File: src/rtl/fpba_pkg.sv
// shared constants and codes for the fit-policy block allocator
package fpba_pkg;

	localparam int unsigned NUM_BLOCKS_DEF = 16;
	localparam int unsigned SIZE_BITS_DEF  = 16;

	localparam int unsigned FUNC_W  = 2;
	localparam int unsigned SEL_W   = 4;
	localparam int unsigned VALUE_W = 16;
	localparam int unsigned RID_W   = 4;
	localparam int unsigned MODE_W  = 2;
	localparam int unsigned BIU_W   = 5;
	localparam int unsigned APB_AW  = 3;
	localparam int unsigned APB_DW  = 32;

	localparam logic [FUNC_W-1:0] FUNC_LOAD  = 2'd0;
	localparam logic [FUNC_W-1:0] FUNC_CLEAR = 2'd1;
	localparam logic [FUNC_W-1:0] FUNC_ALLOC = 2'd2;

	localparam logic [MODE_W-1:0] MODE_WORST = 2'd0;
	localparam logic [MODE_W-1:0] MODE_FIRST = 2'd1;
	localparam logic [MODE_W-1:0] MODE_BEST  = 2'd2;

	localparam logic REG_FIT_MODE      = 1'b0;
	localparam logic REG_BLOCKS_IN_USE = 1'b1;

	localparam logic [MODE_W-1:0] FIT_MODE_RST      = MODE_FIRST;
	localparam logic [BIU_W-1:0]  BLOCKS_IN_USE_RST = 5'd16;

	typedef enum logic [3:0] {
		ST_IDLE   = 4'b0001,
		ST_SCAN   = 4'b0010,
		ST_COMMIT = 4'b0100,
		ST_DONE   = 4'b1000
	} state_t;

endpackage

File: src/rtl/fit_policy_block_allocator_core.sv
// fit-policy block allocator: size table in a synchronous memory, one block compared per cycle
// sequence: a load, clear or unknown word goes from idle straight to done; an allocate word goes
// from idle to scan over blocks_in_use (saturated at NUM_BLOCKS) blocks, then to commit and done;
// done loads the response registers and waits there while the response side stalls
// one word in flight: req_stall is high from accept until the state returns to idle
// reset: all blocks free, fit_mode first fit, blocks_in_use 16; size and owner memories undefined
module fit_policy_block_allocator_core #(
	parameter int unsigned NUM_BLOCKS = fpba_pkg::NUM_BLOCKS_DEF,
	parameter int unsigned SIZE_BITS  = fpba_pkg::SIZE_BITS_DEF
) (
	input  logic                            clk,
	input  logic                            arst_n,
	// request channel
	input  logic                            req_valid,
	output logic                            req_stall,
	input  logic [fpba_pkg::FUNC_W-1:0]     func,
	input  logic [fpba_pkg::SEL_W-1:0]      block_select,
	input  logic [fpba_pkg::VALUE_W-1:0]    size_value,
	input  logic [fpba_pkg::RID_W-1:0]      request_id,
	// response channel
	output logic                            rsp_valid,
	input  logic                            rsp_stall,
	output logic                            granted,
	output logic [fpba_pkg::SEL_W-1:0]      granted_block,
	output logic [fpba_pkg::VALUE_W-1:0]    leftover,
	// configuration
	input  logic                            psel,
	input  logic                            penable,
	input  logic                            pwrite,
	input  logic [fpba_pkg::APB_AW-1:0]     paddr,
	input  logic [fpba_pkg::APB_DW-1:0]     pwdata,
	output logic [fpba_pkg::APB_DW-1:0]     prdata,
	output logic                            pready
);

	localparam int unsigned IW = (NUM_BLOCKS > 1) ? $clog2(NUM_BLOCKS) : 1;
	localparam int unsigned CW0 = $clog2(NUM_BLOCKS + 1);
	localparam int unsigned LW = (CW0 > fpba_pkg::BIU_W) ? CW0 : fpba_pkg::BIU_W;

	// configuration registers
	logic [fpba_pkg::MODE_W-1:0] fit_mode_q;
	logic [fpba_pkg::BIU_W-1:0]  blocks_in_use_q;
	logic                        cfg_wr;

	assign pready = 1'b1;
	assign cfg_wr = psel & penable & pwrite & pready;

	always_ff @(posedge clk or negedge arst_n) begin
		if (!arst_n) begin
			fit_mode_q      <= fpba_pkg::FIT_MODE_RST;
			blocks_in_use_q <= fpba_pkg::BLOCKS_IN_USE_RST;
		end else if (cfg_wr) begin
			unique case (paddr[2])
				fpba_pkg::REG_FIT_MODE:      fit_mode_q <= pwdata[fpba_pkg::MODE_W-1:0];
				fpba_pkg::REG_BLOCKS_IN_USE: blocks_in_use_q <= pwdata[fpba_pkg::BIU_W-1:0];
				default: ;
			endcase
		end
	end

	always_comb begin
		prdata = '0;
		unique case (paddr[2])
			fpba_pkg::REG_FIT_MODE:      prdata = fpba_pkg::APB_DW'(fit_mode_q);
			fpba_pkg::REG_BLOCKS_IN_USE: prdata = fpba_pkg::APB_DW'(blocks_in_use_q);
			default: prdata = '0;
		endcase
	end

	// control and working registers
	fpba_pkg::state_t state_q;
	logic                       req_acc;
	logic                       rsp_free;
	logic [SIZE_BITS-1:0]       req_size;
	logic [SIZE_BITS-1:0]       size_q;
	logic [fpba_pkg::RID_W-1:0] rid_q;
	logic [LW-1:0]              limit_q;
	logic [LW-1:0]              idx_q;
	logic                       issue;
	logic                       rd_valid_s1;
	logic [IW-1:0]              rd_idx_s1;
	logic [SIZE_BITS-1:0]       rd_size_s1;
	logic                       found_q;
	logic [IW-1:0]              best_idx_q;
	logic [SIZE_BITS-1:0]       best_size_q;
	logic [NUM_BLOCKS-1:0]      taken_q;
	logic                       fits;
	logic                       better;
	logic                       res_granted_q;
	logic [fpba_pkg::SEL_W-1:0] res_block_q;
	logic [fpba_pkg::VALUE_W-1:0] res_left_q;
	logic                       rsp_valid_q;
	logic                       rsp_granted_q;
	logic [fpba_pkg::SEL_W-1:0] rsp_block_q;
	logic [fpba_pkg::VALUE_W-1:0] rsp_left_q;
	logic                       load_we;
	logic [LW-1:0]              biu_ext;

	// block table memories
	logic [SIZE_BITS-1:0]       size_mem [NUM_BLOCKS];
	logic [fpba_pkg::RID_W-1:0] owner_mem [NUM_BLOCKS];

	assign req_stall = (state_q != fpba_pkg::ST_IDLE);
	assign req_acc   = req_valid & ~req_stall;
	assign rsp_free  = ~rsp_valid_q | ~rsp_stall;
	assign req_size  = SIZE_BITS'(size_value);
	assign load_we   = req_acc && (func == fpba_pkg::FUNC_LOAD)
		&& (LW'(block_select) < LW'(NUM_BLOCKS));
	assign issue     = (state_q == fpba_pkg::ST_SCAN) && (idx_q < limit_q);
	assign biu_ext   = LW'(blocks_in_use_q);

	always_ff @(posedge clk) begin
		if (load_we) begin
			size_mem[IW'(block_select)] <= req_size;
		end
		rd_size_s1 <= size_mem[idx_q[IW-1:0]];
	end

	always_ff @(posedge clk) begin
		if (state_q == fpba_pkg::ST_COMMIT && found_q) begin
			owner_mem[best_idx_q] <= rid_q;
		end
	end

	// candidate test for the word read last cycle
	always_comb begin
		fits   = rd_valid_s1 && !taken_q[rd_idx_s1] && (rd_size_s1 >= size_q);
		better = 1'b0;
		if (fits) begin
			if (!found_q) begin
				better = 1'b1;
			end else begin
				case (fit_mode_q)
					fpba_pkg::MODE_BEST:  better = rd_size_s1 < best_size_q;
					fpba_pkg::MODE_WORST: better = rd_size_s1 > best_size_q;
					default:              better = 1'b0;
				endcase
			end
		end
	end

	always_ff @(posedge clk or negedge arst_n) begin
		if (!arst_n) begin
			state_q     <= fpba_pkg::ST_IDLE;
			rd_valid_s1 <= 1'b0;
			found_q     <= 1'b0;
			taken_q     <= '0;
			rsp_valid_q <= 1'b0;
			idx_q       <= '0;
		end else begin
			rd_valid_s1 <= issue;
			if (issue) begin
				idx_q <= idx_q + LW'(1);
			end
			if (better) begin
				found_q <= 1'b1;
			end
			if (state_q == fpba_pkg::ST_DONE && rsp_free) begin
				rsp_valid_q <= 1'b1;
			end else if (rsp_valid_q && !rsp_stall) begin
				rsp_valid_q <= 1'b0;
			end
			unique case (state_q)
				fpba_pkg::ST_IDLE: begin
					if (req_acc) begin
						idx_q   <= '0;
						found_q <= 1'b0;
						if (func == fpba_pkg::FUNC_CLEAR) begin
							taken_q <= '0;
						end
						state_q <= (func == fpba_pkg::FUNC_ALLOC) ? fpba_pkg::ST_SCAN
							: fpba_pkg::ST_DONE;
					end
				end
				fpba_pkg::ST_SCAN: begin
					if (!issue && !rd_valid_s1) begin
						state_q <= fpba_pkg::ST_COMMIT;
					end
				end
				fpba_pkg::ST_COMMIT: begin
					if (found_q) begin
						taken_q[best_idx_q] <= 1'b1;
					end
					state_q <= fpba_pkg::ST_DONE;
				end
				fpba_pkg::ST_DONE: begin
					if (rsp_free) begin
						state_q <= fpba_pkg::ST_IDLE;
					end
				end
				default: state_q <= fpba_pkg::ST_IDLE;
			endcase
		end
	end

	// payload registers
	always_ff @(posedge clk) begin
		rd_idx_s1 <= idx_q[IW-1:0];
		if (better) begin
			best_idx_q  <= rd_idx_s1;
			best_size_q <= rd_size_s1;
		end
		if (req_acc) begin
			size_q        <= req_size;
			rid_q         <= request_id;
			limit_q       <= (biu_ext > LW'(NUM_BLOCKS)) ? LW'(NUM_BLOCKS) : biu_ext;
			res_granted_q <= 1'b0;
			res_block_q   <= '0;
			res_left_q    <= '0;
		end
		if (state_q == fpba_pkg::ST_COMMIT && found_q) begin
			res_granted_q <= 1'b1;
			res_block_q   <= fpba_pkg::SEL_W'(best_idx_q);
			res_left_q    <= fpba_pkg::VALUE_W'(best_size_q - size_q);
		end
		if (state_q == fpba_pkg::ST_DONE && rsp_free) begin
			rsp_granted_q <= res_granted_q;
			rsp_block_q   <= res_block_q;
			rsp_left_q    <= res_left_q;
		end
	end

	assign rsp_valid     = rsp_valid_q;
	assign granted       = rsp_granted_q;
	assign granted_block = rsp_block_q;
	assign leftover      = rsp_left_q;

endmodule

File: config.mk
export PLATFORM = sky130hd
export DESIGN_NAME = fit_policy_block_allocator_core
export DESIGN_NICKNAME = d
export VERILOG_FILES = /design/src/rtl/fpba_pkg.sv /design/src/rtl/fit_policy_block_allocator_core.sv
export SDC_FILE = /design/constraint.sdc
export NUM_CORES = 1
export LEC_CHECK = 0
export ABC_CLOCK_PERIOD_IN_PS = 4050
export BUFFER_PORTS_ARGS = -buffer_cell sky130_fd_sc_hd__clkbuf_2
export CORE_MARGIN = 1.5
export CORE_UTILIZATION = 60
export CTS_CLUSTER_SIZE = 16
export DETAILED_ROUTE_END_ITERATION = 12
export GPL_TIMING_DRIVEN = 0
export PLACE_DENSITY = 0.8
export SKIP_LAST_GASP = 1
export SLEW_MARGIN = 20
export SYNTH_ARGS = -nofsm -noshare
export SYNTH_HDL_FRONTEND = slang
export SYNTH_SLANG_ARGS = --single-unit
File: constraint.sdc
create_clock -name clk -period 4.05 [get_ports clk]
set_clock_uncertainty 0.15 [all_clocks]
set_input_delay 0 -clock clk [delete_from_list [all_inputs] [get_ports clk]]
set_output_delay 0 -clock clk [all_outputs]
set_load 0.005 [all_outputs]
==> parameters.txt <==
Parameter                              Value

Placement
  Final HPWL from detailed placement ... 22000 um
  Post-Place Worst Slack ... 584 ps
  Count of port buffers added during placement ... 62
  Cell count after placement ... 1482
  Final weighted congestion of routability-driven global placement ... 0.846

Timing
  Slew Limit Fails ... 0
  Minimum clock period after layout ... 3650 ps
  RSZ-0062 raised after global routing ... no
  Final worst hold slack ... 113 ps
  Achievable clock frequency ... 0.274 GHz
  Final worst-path setup slack ... 401 ps
  Share of the clock period used by the worst path ... 90.1%
  Number of endpoints failing setup at the final stage ... 0
  Actual transition at the worst max-transition pin ... 963 ps
  Remaining max-slew budget at the tightest pin ... 35.8%
  Final hold violations ... 0

Clock tree
  Maximum count of clock buffers along a single path ... 3
  Number of setup buffers added after CTS ... 0
  Number of instances resized during post-cts repair ... 0
  Number of clock sinks seen by CTS ... 394
  TritonCTS clock tree ... built
  Number of buffers added to fix hold violations after cts ... 42
  Root buffer cell ... sky130_fd_sc_hd__clkbuf_16
  Total CTS buffers ... 39
  Worst-Skew Late Latency ... 540 ps
  Clock transition at the register clock pins on the worst setup and hold paths after CTS ... 60 ps
  H-tree Lvls ... 2

Worst hold path
  Hold Crit Endpoint ... rsp_valid
  Worst hold-check path type ... in -> reg
  Worst hold start ... rsp_stall
  Instance count along the most critical hold path ... 4

Synthesis
  Post-synth top flop ... sky130_fd_sc_hd__edfxtp_1
  Most area-consuming cells after synthesis ... sky130_fd_sc_hd__edfxtp_1, sky130_fd_sc_hd__dfrtp_1, sky130_fd_sc_hd__mux4_2, sky130_fd_sc_hd__ha_1, sky130_fd_sc_hd__mux2i_1
  Count of yosys warnings during synthesis ... 0
  Share of async-settable or async-resettable flops after synthesis ... 8.88%
  Post-synth top area share ... 62.0%
  Number of enable-type register cells in the synthesized netlist ... 338
  Cells after synthesis ... 1039
  Number of different library cells in the post-synthesis netlist ... 58
  Commonest cells post-synth ... sky130_fd_sc_hd__edfxtp_1, sky130_fd_sc_hd__nand2_1, sky130_fd_sc_hd__a21oi_1, sky130_fd_sc_hd__mux2i_1, sky130_fd_sc_hd__ha_1
  Cell Area, Synth ... 16400 um2
  Sequential element share of the synthesized area ... 69.9%
  Mapped Avg Cell Area ... 15.8 um2
  Flops & latches, synth ... 394
  Post-synth top area cell ... sky130_fd_sc_hd__edfxtp_1
  Most common cell in the synthesized netlist ... sky130_fd_sc_hd__edfxtp_1

Run status
  Result of the run ... completed

Die
  Number of cell rows ... 60
  Number of ports placed on the die boundary ... 124
  Floorplan die width ... 168 um
  Area of the placeable core ... 26900 um2
  Effective utilization at floorplan ... 60.9%
  DIE AREA ... 28300 um2
  Vertical die dimension ... 168 um

Setup path
  Category of the worst setup path capture point ... register
  Critical path start-end classification ... reg -> reg
  Destination of the worst register-to-register timing path ... size_mem[0][6]
  Register-to-Register Setup Slack ... 400 ps
  Reg-to-reg critical path startpoint ... state_q[0]
  Cell count of the worst reg-to-reg path ... 6
  Highest net fanout along the worst path ... 9
  Required time of the worst setup path ... 4080 ps
  Type of origin of the critical path ... register
  Arr. time, crit path ... 3680 ps

Flow run
  Number of max-cap violations ... 0

Detailed routing
  Initial DRT Pass Iterations ... 6
  Vias after detailed routing ... 9427
  Vias per Instance ... 5.91
  Average wire length per cell after detail routing ... 21.4 um
  Number of DRC violations after detailed routing ... 0
  WL final ... 34100 um
  Count of nets left with antenna violations after detail routing ... 0
  Number of design-rule violations left by the first detailed-router iteration ... 770

Power and ir drop
  Switch share ... 24.9%
  Combinational share of power ... 14.8%
  Internal power ... 7.45 mW
  Static leakage power ... 6.98 nW
  Net Sw Power ... 2.47 mW
  Tot Pwr ... 9.92 mW
  Maximum ir drop on the vdd rail ... 0.504 mV
  Reg power frac ... 49.4%
  PwrDens ... 519 nW/um2
  Clock Power Share ... 35.8%

Final layout
  Area growth, synth to finish ... 16.6%
  Number of filler instances in the final layout ... 1644
  Ratio of cells with drive above 1 in the final layout ... 20.3%
  Non-filler cells, final ... 1595
  Post-layout net count ... 1345
  N_diodes ... 0

Global route
  Combined global-route utilization of all metal layers ... 24.5%
  Vias in the first global route ... 9483
  First-pass GRT wire length ... 52200 um
  Pin count of the biggest net entering global routing ... 29
  GRT Residual Overflow ... 0
  Number of antenna violations at the first check in global routing ... 0
-- critical path, stage by stage (launching register included) --
cell	delay [ps]
sky130_fd_sc_hd__dfstp_2	600
sky130_fd_sc_hd__nor4b_2	350
sky130_fd_sc_hd__nand2_1	380
sky130_fd_sc_hd__nor4_1	360
sky130_fd_sc_hd__nand2b_1	280
sky130_fd_sc_hd__nor3_2	300
sky130_fd_sc_hd__dlygate4sd3_1	880
-- placed cells by master (no fill, tap or decap), types with 10 or more instances in the layout --
master and count:
sky130_fd_sc_hd__ha_1 52, sky130_fd_sc_hd__clkbuf_16 42, sky130_fd_sc_hd__buf_4 36, sky130_fd_sc_hd__buf_2 10, sky130_fd_sc_hd__clkbuf_2 62, sky130_fd_sc_hd__dlygate4sd3_1 41
sky130_fd_sc_hd__a22oi_1 16, sky130_fd_sc_hd__inv_1 44, sky130_fd_sc_hd__conb_1 28, sky130_fd_sc_hd__edfxtp_1 338, sky130_fd_sc_hd__nor2_1 36, sky130_fd_sc_hd__nand2_1 62
sky130_fd_sc_hd__mux4_2 33, sky130_fd_sc_hd__a21oi_1 56, sky130_fd_sc_hd__nor3_1 11, sky130_fd_sc_hd__mux2i_1 55, sky130_fd_sc_hd__o21ai_0 48, sky130_fd_sc_hd__nor2_2 12
sky130_fd_sc_hd__mux2_2 20, sky130_fd_sc_hd__dfxtp_1 21, sky130_fd_sc_hd__clkbuf_1 29, sky130_fd_sc_hd__nor2b_1 14, sky130_fd_sc_hd__dfrtp_1 32, sky130_fd_sc_hd__a221oi_1 17
-- worst max path at each step --
| stage | from | to | slack, ps |
|---|---|---|---|
| floorplan | state_q[0] | size_mem[0][0] | 840 |
| global placement | state_q[0] | size_mem[1][9] | -350 |
| detailed placement | state_q[0] | size_mem[3][9] | 580 |
| CTS | state_q[0] | size_mem[0][6] | 360 |
| global route | state_q[0] | size_mem[0][2] | 150 |
| finish | state_q[0] | size_mem[0][6] | 400 |
-- per-layer routing --
metal	global-route usage, %	wire length (um)	part of all wire [%]
met2	43.0	17400	51
met5	0	0	0
met3	3.62	2150	6.3
met4	8.15	861	2.5
met1	31.5	13700	40
-- cell type report --
class,count,area (um2),share of cell area (%)
repair buffers,118,876,4.59
well taps,341,427,2.23
plain buffers,61,354,1.85
clock inverters,16,159,0.832
multi-input cells,564,4550,23.8
flip-flops and latches,394,11400,59.9
clock buffers,55,1110,5.83
inverters,46,173,0.904
-- state kept, by name (all words and copies together) (netlist names), 2 cells and up --
signal and flops:
res_left_q 16, best_size_q 16, idx_q 5, fit_mode_q 2
biu_ext 5, granted_block 4, limit_q 5, rd_size_s1 16
size_q 16, size_mem 256, best_idx_q 4, leftover 16
taken_q 16, res_block_q 4, state_q 4, rd_idx_s1 4
-- per-stage QoR --
step / instance area, um2 / utilization (%) / setup TNS (ps)
after floorplan: 16500 / - / 0
after global placement: 17200 / 64.0 / -20630
after detailed placement: 17400 / 64.7 / 0
after CTS: 19100 / 71.1 / 0
after global routing: 19100 / 71.1 / 0
final: 19100 / 71.1 / 0
-- power by group through the flow --
stage                     Sequential [mW]  Combinational [mW]  Clock, mW
after floorplan                      4.94               0.963          0
after global placement               4.96                1.33          0
after detailed placement             4.98                1.38          0
after CTS                            4.90                1.46       3.58
after global routing                 4.93                1.61       3.74
final                                4.90                1.47       3.55
-- logic make-up after synthesis --
kind of cell	share of synthesized area, %
simple gates	5.76
other cells	0.0459
flops	69.9
compound gates	6.61
buf+inv	3.22
fa+ha+maj	4.10
xor+xnor	0.428
mux	9.92
Power figures use the tool's default switching activity.
